<file path="src/rtl/mfrag_pkg.sv">
// ----------------------------------------------------------------------------
// Message fragmenter package
// Shared types and constants for the message fragmenter block.
// ----------------------------------------------------------------------------
package mfrag_pkg;

    // Register reset value of the largest fragment payload size.
    localparam logic [15:0] MAX_FRAG_RESET = 16'd1024;

    // Bit positions inside the result tuser group.
    localparam int TUSER_START  = 0;
    localparam int TUSER_END    = 1;
    localparam int TUSER_PVALID = 2;

    // One incoming message word.
    typedef struct packed {
        logic [7:0]  data_byte;
        logic [30:0] total_length;
        logic [15:0] channel_id;
        logic [7:0]  priority_req;
        logic        use_given_id;
        logic [31:0] given_id;
    } item_t;

    // One outgoing envelope word.
    typedef struct packed {
        logic [15:0] out_channel;
        logic [7:0]  out_priority;
        logic [31:0] out_message_id;
        logic [30:0] out_total_length;
        logic [15:0] fragment_sequence;
        logic        start_flag;
        logic        end_flag;
        logic        payload_valid;
        logic [7:0]  payload_out;
        logic        fragment_last;
    } result_t;

endpackage

</file>
<file path="src/rtl/mfrag_core.sv">
// ----------------------------------------------------------------------------
// Message fragmenter core
// Holds the message header and fragment counters and forms the envelope
// for the word currently offered.
// ----------------------------------------------------------------------------
module mfrag_core
    import mfrag_pkg::*;
(
    input  logic        clk,
    input  logic        rst_n,
    input  logic        accept,
    input  item_t       item,
    input  logic [15:0] max_fragment_bytes,
    output result_t     result
);

    logic        in_msg_reg;
    logic [30:0] bytes_done_reg;
    logic [15:0] fill_reg;
    logic [15:0] seq_reg;
    logic [31:0] id_counter_reg;
    logic [15:0] held_channel_reg;
    logic [7:0]  held_priority_reg;
    logic [31:0] held_id_reg;
    logic [30:0] held_total_reg;

    logic        first;
    logic        empty;
    logic [30:0] eff_total;
    logic [30:0] eff_done;
    logic [15:0] eff_fill;
    logic [15:0] eff_seq;
    logic [31:0] drawn_id;
    logic [31:0] eff_id;
    logic [15:0] chunk;
    logic [30:0] frag_start;
    logic [31:0] done_inc;
    logic [16:0] fill_inc;
    logic        is_first;
    logic        is_end;
    logic        frag_last;
    logic        msg_done;

    // Values seen by this word: a new message starts from cleared counters.
    always_comb
    begin
        first     = !in_msg_reg;
        eff_total = first ? item.total_length : held_total_reg;
        eff_done  = first ? '0 : bytes_done_reg;
        eff_fill  = first ? '0 : fill_reg;
        eff_seq   = first ? '0 : seq_reg;
        empty     = first && (item.total_length == '0);
    end

    // Id counter steps before use and skips zero on wrap.
    always_comb
    begin
        drawn_id = id_counter_reg + 32'd1;
        if (drawn_id == '0)
        begin
            drawn_id = 32'd1;
        end
        if (!first)
        begin
            eff_id = held_id_reg;
        end
        else if (item.use_given_id)
        begin
            eff_id = item.given_id;
        end
        else
        begin
            eff_id = drawn_id;
        end
    end

    // Fragment position and boundary decisions; a size of zero acts as one.
    always_comb
    begin
        chunk      = (max_fragment_bytes == '0) ? 16'd1 : max_fragment_bytes;
        frag_start = eff_done - {15'd0, eff_fill};
        is_first   = (frag_start == '0);
        is_end     = ({1'b0, frag_start} + {16'd0, chunk}) >= {1'b0, eff_total};
        done_inc   = {1'b0, eff_done} + 32'd1;
        fill_inc   = {1'b0, eff_fill} + 17'd1;
        msg_done   = done_inc >= {1'b0, eff_total};
        frag_last  = (fill_inc >= {1'b0, chunk}) || msg_done;
    end

    // Envelope for the offered word.
    always_comb
    begin
        result.out_channel    = first ? item.channel_id : held_channel_reg;
        result.out_priority   = first ? item.priority_req : held_priority_reg;
        result.out_message_id = eff_id;
        if (empty)
        begin
            result.out_total_length  = '0;
            result.fragment_sequence = '0;
            result.start_flag        = 1'b1;
            result.end_flag          = 1'b1;
            result.payload_valid     = 1'b0;
            result.payload_out       = '0;
            result.fragment_last     = 1'b1;
        end
        else
        begin
            result.out_total_length  = eff_total;
            result.fragment_sequence = eff_seq;
            result.start_flag        = is_first;
            result.end_flag          = is_end;
            result.payload_valid     = 1'b1;
            result.payload_out       = item.data_byte;
            result.fragment_last     = frag_last;
        end
    end

    // Message and fragment counters.
    always_ff @(posedge clk or negedge rst_n)
    begin
        if (!rst_n)
        begin
            in_msg_reg     <= 1'b0;
            bytes_done_reg <= '0;
            fill_reg       <= '0;
            seq_reg        <= '0;
            id_counter_reg <= 32'd1;
        end
        else if (accept)
        begin
            if (first && !item.use_given_id)
            begin
                id_counter_reg <= drawn_id;
            end
            if (empty)
            begin
                in_msg_reg     <= 1'b0;
                bytes_done_reg <= '0;
                fill_reg       <= '0;
                seq_reg        <= '0;
            end
            else
            begin
                in_msg_reg     <= !msg_done;
                bytes_done_reg <= done_inc[30:0];
                fill_reg       <= frag_last ? 16'd0 : fill_inc[15:0];
                seq_reg        <= eff_seq + {15'd0, frag_last};
            end
        end
    end

    // Header latched on the first word of a message.
    always_ff @(posedge clk)
    begin
        if (accept && first)
        begin
            held_channel_reg  <= item.channel_id;
            held_priority_reg <= item.priority_req;
            held_id_reg       <= eff_id;
            held_total_reg    <= item.total_length;
        end
    end

endmodule

</file>
<file path="src/rtl/message_fragmenter_top.sv">
// A result word is registered and appears on the output in the cycle after its input word is accepted.
// Throughput: one word per cycle while the output is not stalled; the output register lets a new word in while the
// previous result is taken in the same cycle.
// Each input word gives exactly one result word, an empty message included.
// Reset (rst_n low, asynchronous) clears the output valid flag and the message counters,
// sets the id counter to 1 and the fragment size to 1024.
// ----------------------------------------------------------------------------
// Message fragmenter top level
// Splits a byte stream of messages into fragment envelopes, one word per byte or one for an empty message.
// ----------------------------------------------------------------------------
module message_fragmenter_top
    import mfrag_pkg::*;
(
    input  logic         clk,
    input  logic         rst_n,
    // Fragment size register write.
    input  logic         cfg_wr_en,
    input  logic [15:0]  cfg_wr_data,
    // Input stream.
    input  logic         s_tvalid,
    output logic         s_tready,
    // tdata, low bit up: data_byte[7:0], total_length[38:8], channel_id[54:39],
    // priority_req[62:55], given_id[94:63], zero[95].
    input  logic [95:0]  s_tdata,
    // tuser: use_given_id[0].
    input  logic [0:0]   s_tuser,
    // Output stream.
    output logic         m_tvalid,
    input  logic         m_tready,
    // tdata, low bit up: out_channel[15:0], out_priority[23:16],
    // out_message_id[55:24], out_total_length[86:56], fragment_sequence[102:87],
    // payload_out[110:103], zero[111].
    output logic [111:0] m_tdata,
    // tuser, low bit up: start_flag[0], end_flag[1], payload_valid[2].
    output logic [2:0]   m_tuser,
    // tlast: fragment_last.
    output logic         m_tlast
);

    logic [15:0] max_frag_reg;
    logic        out_valid_reg;
    result_t     result_reg;
    result_t     result_next;
    item_t       item;
    logic        accept;

    // Fragment size register.
    always_ff @(posedge clk or negedge rst_n)
    begin
        if (!rst_n)
        begin
            max_frag_reg <= MAX_FRAG_RESET;
        end
        else if (cfg_wr_en)
        begin
            max_frag_reg <= cfg_wr_data;
        end
    end

    // Unpack the input word.
    always_comb
    begin
        item.data_byte    = s_tdata[7:0];
        item.total_length = s_tdata[38:8];
        item.channel_id   = s_tdata[54:39];
        item.priority_req = s_tdata[62:55];
        item.given_id     = s_tdata[94:63];
        item.use_given_id = s_tuser[0];
    end

    // Accept whenever the output register is free or drains this cycle.
    assign s_tready = !out_valid_reg || m_tready;
    assign accept   = s_tvalid && s_tready;

    mfrag_core u_core (
        .clk                (clk),
        .rst_n              (rst_n),
        .accept             (accept),
        .item               (item),
        .max_fragment_bytes (max_frag_reg),
        .result             (result_next)
    );

    // Output register.
    always_ff @(posedge clk or negedge rst_n)
    begin
        if (!rst_n)
        begin
            out_valid_reg <= 1'b0;
        end
        else if (accept)
        begin
            out_valid_reg <= 1'b1;
        end
        else if (m_tready)
        begin
            out_valid_reg <= 1'b0;
        end
    end

    always_ff @(posedge clk)
    begin
        if (accept)
        begin
            result_reg <= result_next;
        end
    end

    // Pack the result word.
    assign m_tvalid = out_valid_reg;
    assign m_tdata  = {1'b0,
                       result_reg.payload_out,
                       result_reg.fragment_sequence,
                       result_reg.out_total_length,
                       result_reg.out_message_id,
                       result_reg.out_priority,
                       result_reg.out_channel};
    assign m_tuser[TUSER_START]  = result_reg.start_flag;
    assign m_tuser[TUSER_END]    = result_reg.end_flag;
    assign m_tuser[TUSER_PVALID] = result_reg.payload_valid;
    assign m_tlast  = result_reg.fragment_last;

endmodule

</file>
<file path="config.mk">
export PLATFORM = sky130hd
export DESIGN_NAME = message_fragmenter_top
export DESIGN_NICKNAME = d
export VERILOG_FILES = /design/src/rtl/mfrag_pkg.sv /design/src/rtl/mfrag_core.sv /design/src/rtl/message_fragmenter_top.sv
export SDC_FILE = /design/constraint.sdc
export NUM_CORES = 1
export LEC_CHECK = 0
export BUFFER_PORTS_ARGS = -buffer_cell sky130_fd_sc_hd__buf_2
export CAP_MARGIN = 10
export CORE_ASPECT_RATIO = 0.5
export CORE_MARGIN = 2
export CORE_UTILIZATION = 55
export CTS_CLUSTER_SIZE = 14
export DETAILED_ROUTE_END_ITERATION = 8
export PLACE_DENSITY = 0.76
export SYNTH_ARGS = -nofsm -noshare
export SYNTH_HDL_FRONTEND = slang
export SYNTH_SLANG_ARGS = --single-unit
</file>
<file path="constraint.sdc">
create_clock -name clk -period 9.8 [get_ports clk]
set_input_delay 0.98 -clock clk [delete_from_list [all_inputs] [get_ports clk]]
set_output_delay 0.98 -clock clk [all_outputs]
set_load 0.01 [all_outputs]
</file>
* Yosys cells after proc, flatten, opt, wreduce, memory -nomap -nowiden
Cells that the tools add are included.
** Word-level totals
- Bits in registers :: 315
- Bits of input ports :: 118
** Cells by class
- $add $sub $neg :: 6
- Magnitude comparators :: 3
- Muxes and demuxes :: 18
- Reduce and logical (&&, ||, !) cells :: 16
** Operator list (number)
- $mux W16 :: 7
- $mux W32 :: 3
- $mux W31 :: 3
- $ge A32 B31 Y1 :: 2
- $logic_not A31 Y1 :: 2
- $add A31 B1 Y32 const B :: 1
- $add A31 B16 Y32 :: 1
- $add A32 B1 Y32 const B :: 1
- $logic_not A32 Y1 :: 1
- $sub A31 B16 Y31 :: 1
- $add A16 B1 Y17 const B :: 1
- $ge A17 B16 Y1 :: 1
- $add A16 B1 Y16 :: 1
- $logic_not A16 Y1 :: 1
- $mux W10 :: 1
- $mux W8 :: 1
- $logic_and A1 B1 Y1 :: 4
- $logic_not A1 Y1 :: 4
- $mux W1 :: 3
- $logic_or A1 B1 Y1 :: 2
- $reduce_and A2 Y1 :: 1
- $reduce_bool A2 Y1 :: 1

* Logic depth before layout (Yosys ltp)
Gate-level depths: netlist (run 1).
- Depth in word-level cells :: 6
- Depth in mapped cells :: 39

* Modules after synthesis
Synthesis (run 1) repeated with hierarchy kept, for this count alone.
** Second synthesis, totals
- Cell total of the unflattened synthesis :: 1851
- Area, all modules :: 19054.5 um^2
** By module, submodules not included
- mfrag_core :: times used 1, cells an instance 1696, area an instance 14895.5 um^2
- message_fragmenter_top :: times used 1, cells an instance 155, area an instance 4159.0 um^2

* Worst setup path after synthesis (run 1)
OpenSTA, ideal clock, no wires.
- Kind :: reg2reg
- Start :: register u_core.in_msg_reg
- End :: register u_core.seq_reg[14]
- Setup time :: 0.133 ns
- Data arrival time :: 7.075 ns
- Data required time :: 9.667 ns
- Path slack :: 2.591 ns
- Stages on the path, launching flop included :: 39
- Buffers on the path :: 9
- Period minus slack after synthesis :: 7.209 ns
- Cell sequence :: dfrtp_1 > buf_4 > buf_6 > buf_6 > buf_2 > buf_4 > buf_2 > clkbuf_1 > buf_2 > clkbuf_1 > and2_1 > ha_1 > nand3_1 > nor4_2 > and3_1 > nand3_2 > nor4_4 > nand4_2 > [3 not listed] > ha_1 > a21o_1 > a21o_1 > o21a_1 > o21a_1 > o21ai_0 > or4_1 > o21ai_4 > or2_2 > ha_1 > ha_1 > nand3_1 > nor3b_1 > and3_1 > nand3_1 > nor2_1 > mux2i_1 > o21ai_0
** Between the ends
- Longest elaborated chain between the ends :: 6
- Elaborated cells on any way between the ends :: 13
** Ends and longest elaborated chain
- start, declared :: RTL line mfrag_core.sv:17 : logic in_msg_reg;
- start signal, assigned :: RTL line mfrag_core.sv:144 : in_msg_reg <= !msg_done;
- $mux W31 or $mux W16 (tied branches) :: RTL line mfrag_core.sv:49, mfrag_core.sv:50
- $add A31 B1 Y32 or $add A16 B1 Y17 (tied branches) :: RTL line mfrag_core.sv:84, mfrag_core.sv:85
- $ge A32 B31 Y1 or $ge A17 B16 Y1 (tied branches) :: RTL line mfrag_core.sv:86, mfrag_core.sv:87
- $logic_or A1 B1 Y1 (*) :: RTL line mfrag_core.sv:87 : frag_last = (fill_inc >= {1'b0, chunk}) || msg_done;
- net u_core.frag_last :: RTL line mfrag_core.sv:41 : logic frag_last;
- $add A16 B1 Y16 (*) :: RTL line mfrag_core.sv:147 : seq_reg <= eff_seq + {15'd0, frag_last};
- $mux W16 (*) :: RTL line mfrag_core.sv:135 : if (empty)
- end signal, assigned :: RTL line mfrag_core.sv:147
- end, declared :: RTL line mfrag_core.sv:20 : logic [15:0] seq_reg;
Mark *: on every way through the listed nets, which the timed path passes. The rest lies on a longest branch.
A chain may end at the register's enable or synchronous reset.

* Worst setup path after layout (run 1)
Ends and elaborated chain as after synthesis.

==> results of run 1 <==
## through the flow
step	setup WS (ps)	cell area, um^2	hold WS [ps]	power (mW)	instances
after floorplan	2590	19400	456	2.99	1922
after global placement	2470	20800	473	3.42	2529
after detailed placement	2420	20800	497	3.47	2529
after CTS	2380	21700	348	4.63	2582
after global routing	1660	21800	360	4.90	2585
final	2350	21800	350	4.63	2585
## worst paths after layout
| check | start | to | slack (ps) | cells past startpoint |
|---|---|---|---|---|
| setup / recovery | u_core.in_msg_reg$_DFFE_PN0P_ | u_core.seq_reg[14]$_DFFE_PN0P_ | 2350 | 29 |
| setup reg to reg | u_core.in_msg_reg$_DFFE_PN0P_ | u_core.seq_reg[14]$_DFFE_PN0P_ | 2350 | 29 |
| min in group clk | u_core.seq_reg[0]$_DFFE_PN0P_ | u_core.seq_reg[0]$_DFFE_PN0P_ | 500 | 2 |
| hold reg to reg | u_core.seq_reg[0]$_DFFE_PN0P_ | u_core.seq_reg[0]$_DFFE_PN0P_ | 500 | 2 |
| max in group asynchronous | rst_n | u_core.in_msg_reg$_DFFE_PN0P_ | 7850 | 3 |
| hold / removal | rst_n | u_core.id_counter_reg[19]$_DFFE_PN0P_ | 350 | 1 |
## synthesized netlist by cell type, types with 9 or more instances
cell,count,area share
nand2_1,241,0.047
edfxtp_1,202,0.31
nor2_1,124,0.024
ha_1,112,0.072
dfrtp_1,111,0.14
o21ai_0,108,0.028
xnor2_1,86,0.039
inv_1,83,0.016
clkbuf_1,72,0.014
a21oi_1,69,0.018
mux2_2,65,0.038
xor2_1,58,0.026
nand4_1,56,0.018
nand3_1,48,0.012
a21o_1,47,0.018
and2_1,41,0.013
nor3_1,35,0.0090
mux2i_1,24,0.012
and3_1,21,0.0068
nor4_1,21,0.0068
nor2b_1,19,0.0061
nand2b_1,15,0.0048
o31ai_1,15,0.0058
or3_1,14,0.0045
buf_1,13,0.0025
buf_2,13,0.0033
o21a_1,12,0.0046
a211oi_1,10,0.0039
o21ai_1,9,0.0023
## where the power goes
part	internal (mW)	switching, mW
clock network	0.642	0.509
logic	0.737	1.06
registers	1.58	0.106
## per-layer routing
metal	global-route usage	routed length, um
met5	0	0
met4	0.0759	1410
met3	0.0377	2990
met2	0.418	22300
met1	0.375	22100
## kinds of logic after synthesis
| group | Yosys count |
|---|---|
| AOI/OAI and AO/OA | 358 |
| xor gates and xnor gates | 144 |
| adders and majority gates | 115 |
| buffers and inverters | 199 |
| DFF | 315 |
| muxes | 90 |
| other | 1 |
| and+or+nand+nor | 700 |
## cells in the final DEF (no fill, tap or decap), drive strengths merged, types with 11 or more instances in the layout
cell,count
nand2,244
and2,43
clkbuf,39
a21o,47
a21oi,69
buf,247
xor2,58
nand2b,15
o21ai,120
nor4,29
dfrtp,111
nand3,52
nor3,37
clkinv,11
xnor2,86
or3,16
edfxtp,202
inv,84
nor2,124
ha,112
nand4,59
and3,22
mux2i,24
mux2,66
nor2b,21
o31ai,17
a211oi,12
o21a,12
## final cells by class
cell class / count / area, um^2 / area share
diodes: 3 / 7.51 / 0.000345
clock inverters: 14 / 159 / 0.00730
multi-input cells: 1408 / 9700 / 0.446
flip-flops and latches: 315 / 8900 / 0.409
repair buffers: 247 / 1290 / 0.0591
inverters: 84 / 320 / 0.0147
well taps: 475 / 594 / 0.0273
clock buffers: 39 / 783 / 0.0360
==> results.py, run 1 <==
metrics = {
    "timing": {
        "timing.fmax_ghz": 0.134,
        "rsz0062_at_grt": "false",
        "finalSetupViolCount": 0,
        "timing.final.max_slew_violations": 0,
        "fin_skew_ps": 13.5,
        "finalSetupTns_ps": 0,
        "tightestPinTransition_ps": 962,
        "min_period_over_period": 0.761,
        "min_period_ps": 7460,
        "finalHoldViolCount": 0,
        "relSlewSlack": 0.357,
    },
    "synthesis": {
        "synthMuxAreaShare": 0.0508,
        "synthXorXnorAreaFrac": 0.0649,
        "synth_compound_gate_area_share": 0.123,
        "synth_cell_types": 108,
        "synth_adder_area_share": 0.0748,
        "synth-seq-cells": 315,
        "synthSimpleGateAreaFrac": 0.185,
        "avgSynthCellArea_um2": 10.1,
        "synth-main-ff-cell": "edfxtp_1",
        "yosysWarnings": 0,
        "synth_top_family_by_area": "simple AND/OR/NAND/NOR gates",
        "postSynthCellCount": 1922,
        "yosysSeqAreaShare": 0.458,
        "ys_async_sr_fraction": 0.359,
        "synth.cell_area_um2": 19400,
        "synth_fp_nets": 2154,
        "synth_edf_count": 202,
    },
    "grt": {
        "grt_pass1_wl_um": 77100,
        "antenna_found_initial": 4,
        "grt_max_degree": 137,
        "overflow": 0,
        "track_usage": 0.262,
        "grt_pass1_vias": 14100,
    },
    "critical_path": {
        "required_ps": 10250,
        "arrival_ps": 7900,
        "cp_max_fo": 59,
        "slowest_delay_ps": 840,
        "critical_path_class": "flop to flop",
        "start_kind": "flop",
        "cpLargestDelayFamily": "simple AND/OR/NAND/NOR gates",
        "slowest_stage": "dfrtp_4",
        "path_buf_inv": 0,
        "endpoint_kind": "flop",
        "cp_common_cell": "ha_1",
    },
    "die": {
        "fp.dieW_um": 270,
        "die-area_um2": 36900,
        "die_h_um": 137,
        "start_util": 0.561,
        "row_count": 48,
        "core_area_um2": 34700,
        "ioPinCount": 236,
    },
    "clock_tree": {
        "clk_path_buf_depth": 3,
        "clock-sinks": 315,
        "postCtsSetupRepairBufs": 0,
        "clk_latency_ps": 580,
        "post_cts_resized": 0,
        "clk_pin_slew_ps": 60,
        "hold_buffers": 0,
        "cts-root-buf": "clkbuf_16",
        "htree_levels": 1,
        "numCtsBuffers": 29,
        "cts_tree": "done",
    },
    "power_and_ir_drop": {
        "irDropWorstVdd_uv": 128,
        "p_leak_nw": 9.43,
        "power_density_nw_per_um2": 213,
    },
    "detailed_routing": {
        "vias_per_cell": 5.83,
        "wl_um": 48700,
        "vias": 15100,
        "post_drt_wl_per_cell_um": 18.8,
        "first_pass_iters": 5,
        "antenna_left": 0,
        "route.detailed.drc": 0,
        "drt_iter0_drc": 1155,
    },
    "worst_hold_path": {
        "hold_class": "primary input to asynchronous set/reset pin",
    },
    "finish": {
        "largest_reg_flops": 111,
        "fillers": 2890,
        "area_growth_pct": 12.0,
        "drive_gt1_frac": 0.196,
        "fin_util": 0.628,
        "final_nets": 2317,
    },
    "outcome": {
        "status": "finished, final reports clean",
    },
    "placed_design": {
        "dp_hpwl_um": 35300,
        "place_congestion": 0.968,
        "port_buffers": 233,
    },
    "run": {
        "maxCapViolations": 0,
    },
}
Note: power is estimated with default switching activity, not from simulation.
==> inputs of run 2 (changes only) <==
CORE_UTILIZATION = 54   (was 55)
PLACE_DENSITY = 0.78   (was 0.76)
clock period = 6.2 ns   (was 9.8 ns; I/O delays follow)
==> run 2 against run 1 <==
Power up 64%; critical path depth down 1; register-to-register slack worse by 2200 ps; largest cell class unchanged; critical path type unchanged; setup slack worse by 2200 ps.
==> results.py, run 2 (synthesis results as in run 1) <==
metrics = {
    "outcome": {
        "status": "finished, final reports clean",
    },
    "detailed_routing": {
        "post_drt_wl_per_cell_um": 19.2,
        "vias": 15400,
        "vias_per_cell": 5.83,
        "antenna_left": 0,
        "wl_um": 50800,
        "drt_iter0_drc": 1405,
        "first_pass_iters": 5,
        "route.detailed.drc": 0,
    },
    "run": {
        "maxCapViolations": 0,
    },
    "clock_tree": {
        "cts_tree": "done",
        "clock-sinks": 315,
        "htree_levels": 1,
        "clk_latency_ps": 570,
        "clk_path_buf_depth": 3,
        "clk_pin_slew_ps": 70,
        "numCtsBuffers": 29,
        "cts-root-buf": "clkbuf_16",
        "hold_buffers": 0,
    },
    "critical_path": {
        "critical_path_class": "flop to flop",
        "slowest_stage": "dfrtp_4",
        "cp_max_fo": 5,
        "worst-r2r-setup-slack_ps": 160,
        "slowest_delay_ps": 480,
        "endpoint_kind": "flop",
        "r2r_end": "m_tuser[1]$_SDFFCE_PP1P_",
        "r2r_start": "u_core.in_msg_reg$_DFFE_PN0P_",
        "cp_common_cell": "a21o_1",
        "reg2regPathDepth": 28,
        "start_kind": "flop",
        "setup.worst_path.start": "u_core.in_msg_reg$_DFFE_PN0P_",
        "required_ps": 6520,
        "critPathCapture": "m_tuser[1]$_SDFFCE_PP1P_",
        "arrival_ps": 6360,
    },
    "finish": {
        "largest_reg_flops": 111,
        "regArea_um2": 8900,
        "drive_gt1_frac": 0.238,
        "fin_util": 0.630,
        "final_nets": 2367,
        "final_common_cell": "nand2_1",
        "mostFrequentLayoutCells": "nand2_1, buf_2, edfxtp_1",
        "area_growth_pct": 15.6,
        "multi_input_area_um2": 10000,
        "fillers": 2936,
    },
    "grt": {
        "grt_max_degree": 104,
        "antenna_found_initial": 4,
        "track_usage": 0.264,
        "grt_pass1_vias": 14600,
        "grt_pass1_wl_um": 80300,
        "overflow": 0,
    },
    "placed_design": {
        "port_buffers": 233,
        "dp_hpwl_um": 36800,
        "place_congestion": 0.962,
    },
    "power_and_ir_drop": {
        "irDropWorstVdd_uv": 226,
        "power_density_nw_per_um2": 338,
        "p_leak_nw": 9.71,
    },
    "die": {
        "die-area_um2": 37600,
        "die_h_um": 138,
        "fp.dieW_um": 272,
        "ioPinCount": 236,
        "row_count": 49,
        "start_util": 0.545,
        "core_area_um2": 35700,
    },
    "timing": {
        "finalHoldViolCount": 0,
        "min_period_ps": 6040,
        "finalSetupViolCount": 0,
        "fin_skew_ps": 7.01,
        "tightestPinTransition_ps": 1000,
        "whs_ps": 66.4,
        "relSlewSlack": 0.332,
        "timing.fmax_ghz": 0.166,
        "rsz0062_at_grt": "true",
        "min_period_over_period": 0.975,
        "timing.final.max_slew_violations": 0,
    },
    "worst_hold_path": {
        "hold_class": "primary input to asynchronous set/reset pin",
    },
}
[run 2: area by class of cell]
class | count | area share
diodes | 4 | 0.000446
clock buffers | 41 | 0.0352
clock inverters | 13 | 0.00540
inverters | 84 | 0.0143
multi-input cells | 1408 | 0.447
flip-flops and latches | 315 | 0.396
well taps | 484 | 0.0270
repair buffers | 297 | 0.0743
[run 2: layer usage]
layer / vias up / track usage / wire (um)
met1: 7463 / 0.389 / 22800
met3: 76 / 0.0408 / 3560
li1: 7349 / - / -
met5: - / 0 / 0
met4: 0 / 0.0549 / 998
met2: 533 / 0.416 / 23400
[run 2: worst min-delay path by stage]
| stage | startpoint | endpoint | cells after the start |
|---|---|---|---|
| 6_report | rst_n | u_core.bytes_done_reg[4]$_DFFE_PN0P_ | 1 |
| 5_1_grt | rst_n | u_core.bytes_done_reg[4]$_DFFE_PN0P_ | 1 |
| 4_1_cts | rst_n | max_frag_reg[8]$_DFFE_PN0P_ | 1 |
| 3_5_place_dp | u_core.id_counter_reg[31]$_DFFE_PN0P_ | u_core.id_counter_reg[31]$_DFFE_PN0P_ | 1 |
| 3_3_place_gp | u_core.id_counter_reg[31]$_DFFE_PN0P_ | u_core.id_counter_reg[31]$_DFFE_PN0P_ | 1 |
| 2_1_floorplan | rst_n | m_tvalid$_DFFE_PN0P_ | 0 |
[run 2: report_power, final]
part	internal, mW	switching, mW
registers	2.49	0.145
logic	1.35	1.82
clock network	0.973	0.813
total	4.82	2.77
[run 2: timing repair]
action | CTS | global route
gates resized for setup | 0 | 36
setup endpoints to repair | 0 | 5
buffers inserted | 0 | 9
[run 2: per-stage QoR]
step | power, mW | cells | TNS [ps] | instance area, um^2 | setup slack, ps
after floorplan | 4.83 | 1922 | 0 | 19700 | 4.52
after global placement | 5.59 | 2579 | 0 | 21300 | 239
after detailed placement | 5.68 | 2579 | 0 | 21300 | 213
after CTS | 7.49 | 2633 | 0 | 22200 | 161
after global routing | 8.01 | 2646 | -26.4 | 22500 | -15.9
final | 7.59 | 2646 | 0 | 22500 | 158
[run 2: critical path: cells and delay by family, from the launching register on]
kind / cells / cell delay (ps)
AO/OA/AOI/OAI: 17 / 2820
XOR/XNOR: 2 / 550
adder cells (fa/ha/maj): 4 / 1140
buffers and inverters: 1 / 170
flip-flops: 1 / 480
AND/OR/NAND/NOR: 4 / 590
==> inputs of run 3 (changes only) <==
REMOVE_ABC_BUFFERS = 1   (was default)
==> run 3 against run 2 <==
Critical endpoint unchanged; power is 1.6% lower; count of clock-buffer cells in the layout is 2 higher; critical path depth fell by 3; final cell count increased by 0.34%; combinational power decreased by 3%; register-to-register slack better by 50 ps; global-route usage is 0.25 points higher; first-iteration DRC count rose by 15%; largest power group unchanged; maximum frequency rose by 0.77%; via count up 0.99%; die area is the same.
==> results.py, run 3 (synthesis results as in run 1) <==
metrics = {
    "clock_tree": {
        "htree_levels": 1,
        "cts-root-buf": "clkbuf_16",
        "clk_latency_ps": 600,
        "numCtsBuffers": 29,
        "cts_tree": "done",
        "clk_pin_slew_ps": 80,
        "clk_path_buf_depth": 3,
        "clock-sinks": 315,
    },
    "detailed_routing": {
        "post_drt_wl_per_cell_um": 19.2,
        "route.detailed.drc": 0,
        "drt_iter0_drc": 1611,
        "vias_per_cell": 5.87,
        "vias": 15600,
        "first_pass_iters": 6,
        "wl_um": 50900,
        "antenna_left": 0,
    },
    "finish": {
        "finalNonFillerCells": 2655,
        "drive_gt1_frac": 0.235,
        "largest_reg_flops": 111,
        "final_common_cell": "nand2_1",
        "area_growth_pct": 15.4,
        "fillers": 2898,
        "final_nets": 2379,
        "mostFrequentLayoutCells": "nand2_1, buf_2, edfxtp_1",
    },
    "grt": {
        "grt_pass1_vias": 15100,
        "track_usage": 0.267,
        "overflow": 0,
        "antenna_found_initial": 3,
        "grt_pass1_wl_um": 80400,
        "grt_max_degree": 73,
    },
    "critical_path": {
        "arrival_ps": 6450,
        "cp_max_fo": 6,
        "endpoint_kind": "flop",
        "critical_path_class": "flop to flop",
        "start_kind": "flop",
        "required_ps": 6650,
    },
    "timing": {
        "fin_skew_ps": 27.6,
        "whs_ps": 22.4,
        "timing.final.max_slew_violations": 0,
        "timing.fmax_ghz": 0.167,
        "min_period_over_period": 0.967,
        "relSlewSlack": 0.323,
        "finalSetupViolCount": 0,
        "tightestPinTransition_ps": 1010,
        "finalHoldViolCount": 0,
        "finalSetupTns_ps": 0,
        "min_period_ps": 6000,
    },
    "placed_design": {
        "placed_cells": 2592,
        "place_congestion": 1.01,
        "dp_hpwl_um": 37300,
        "port_buffers": 233,
    },
    "die": {
        "ioPinCount": 236,
        "die_h_um": 138,
        "die-area_um2": 37600,
        "start_util": 0.545,
        "row_count": 49,
        "core_area_um2": 35700,
        "fp.dieW_um": 272,
    },
    "run": {
        "maxCapViolations": 0,
    },
    "power_and_ir_drop": {
        "irDropWorstVdd_uv": 205,
        "p_leak_nw": 9.75,
        "power_density_nw_per_um2": 333,
    },
    "worst_hold_path": {
        "hold_class": "primary input to asynchronous set/reset pin",
    },
    "outcome": {
        "status": "finished, final reports clean",
    },
}
-- run 3: cell count changes in the layout (fill, tap and decap cells not counted), sizes merged --
| cell | delta |
|---|---|
| buf | +12 |
| bufinv | -1 |
| clkbuf | +2 |
| clkinv | -3 |
| diode | -2 |
| inv | +1 |
-- run 3: repair_timing --
action                                  in CTS  in global routing
hold buffers                                 0                  0
pin swaps                                    0                 26
endpoints found under the setup margin       1                  9
buffers inserted                             0                  9
gates resized for setup                      1                 57
-- run 3: routing by layer --
layer	up-vias	track usage	wire length (um)
met2	542	0.432	23600
met1	7547	0.373	22200
met4	0	0.0836	1830
li1	7378	-	-
met3	106	0.0380	3300
met5	-	0	0
-- run 3: area by class of cell --
| type | count | area [um^2] | area share |
|---|---|---|---|
| antenna | 2 | 5.00 | 0.000223 |
| timing repair buffer | 309 | 1750 | 0.0781 |
| clock buffer | 43 | 808 | 0.0361 |
| tap | 484 | 606 | 0.0270 |
| inverter | 84 | 320 | 0.0143 |
| sequential | 315 | 8900 | 0.397 |
| clock inverter | 10 | 103 | 0.00458 |
| multi-input combinational | 1408 | 9920 | 0.443 |
-- run 3: stage by stage --
step | setup WS, ps | area, um^2 | power, mW | util
2_1_floorplan | -3940 | 18900 | 4.69 | -
3_3_place_gp | 190 | 21200 | 5.47 | 0.594
3_5_place_dp | 19.0 | 21200 | 5.55 | 0.594
4_1_cts | 26.4 | 22100 | 7.34 | 0.620
5_1_grt | -58.8 | 22400 | 7.92 | 0.628
6_report | 204 | 22400 | 7.47 | 0.628
-- run 3: final timing paths --
kind	start	to	slack, ps	cells past startpoint
max in group asynchronous	rst_n	u_core.in_msg_reg$_DFFE_PN0P_	4730	2
max	u_core.in_msg_reg$_DFFE_PN0P_	m_tuser[1]$_SDFFCE_PP1P_	200	25
min	rst_n	m_tvalid$_DFFE_PN0P_	20	1
max reg2reg	u_core.in_msg_reg$_DFFE_PN0P_	m_tuser[1]$_SDFFCE_PP1P_	200	25
min reg2reg	u_core.id_counter_reg[31]$_DFFE_PN0P_	u_core.id_counter_reg[31]$_DFFE_PN0P_	490	1
min in group clk	s_tdata[55]	u_core.held_priority_reg[0]$_DFFE_PP_	220	1
-- run 3: power breakdown --
| group | switching, mW | leakage (nW) | internal [mW] | total, mW |
|---|---|---|---|---|
| sequential | 0.140 | 3.41 | 2.49 | 2.63 |
| clock | 0.829 | 0.438 | 0.952 | 1.78 |
| combinational | 1.73 | 5.90 | 1.33 | 3.06 |
-- run 3: worst max-delay path, cell delays in order, from the launching register on --
cell and delay (ps):
dfrtp_4 550, buf_6 160, and2_1 160, ha_2 210
fa_2 380, nand2b_1 180, o221ai_2 240, and3_4 260
a211oi_4 60, o21bai_1 260, xor2_2 150, ha_1 330
and3_1 200, nand4_1 170, a2111oi_4 340, a211oi_2 130
or3_4 390, nor4_2 290, xor2_1 110, ha_1 330
nand4_1 110, nor3_1 340, nand2_1 80, o21ai_0 170
o221ai_1 160, o211ai_2 90
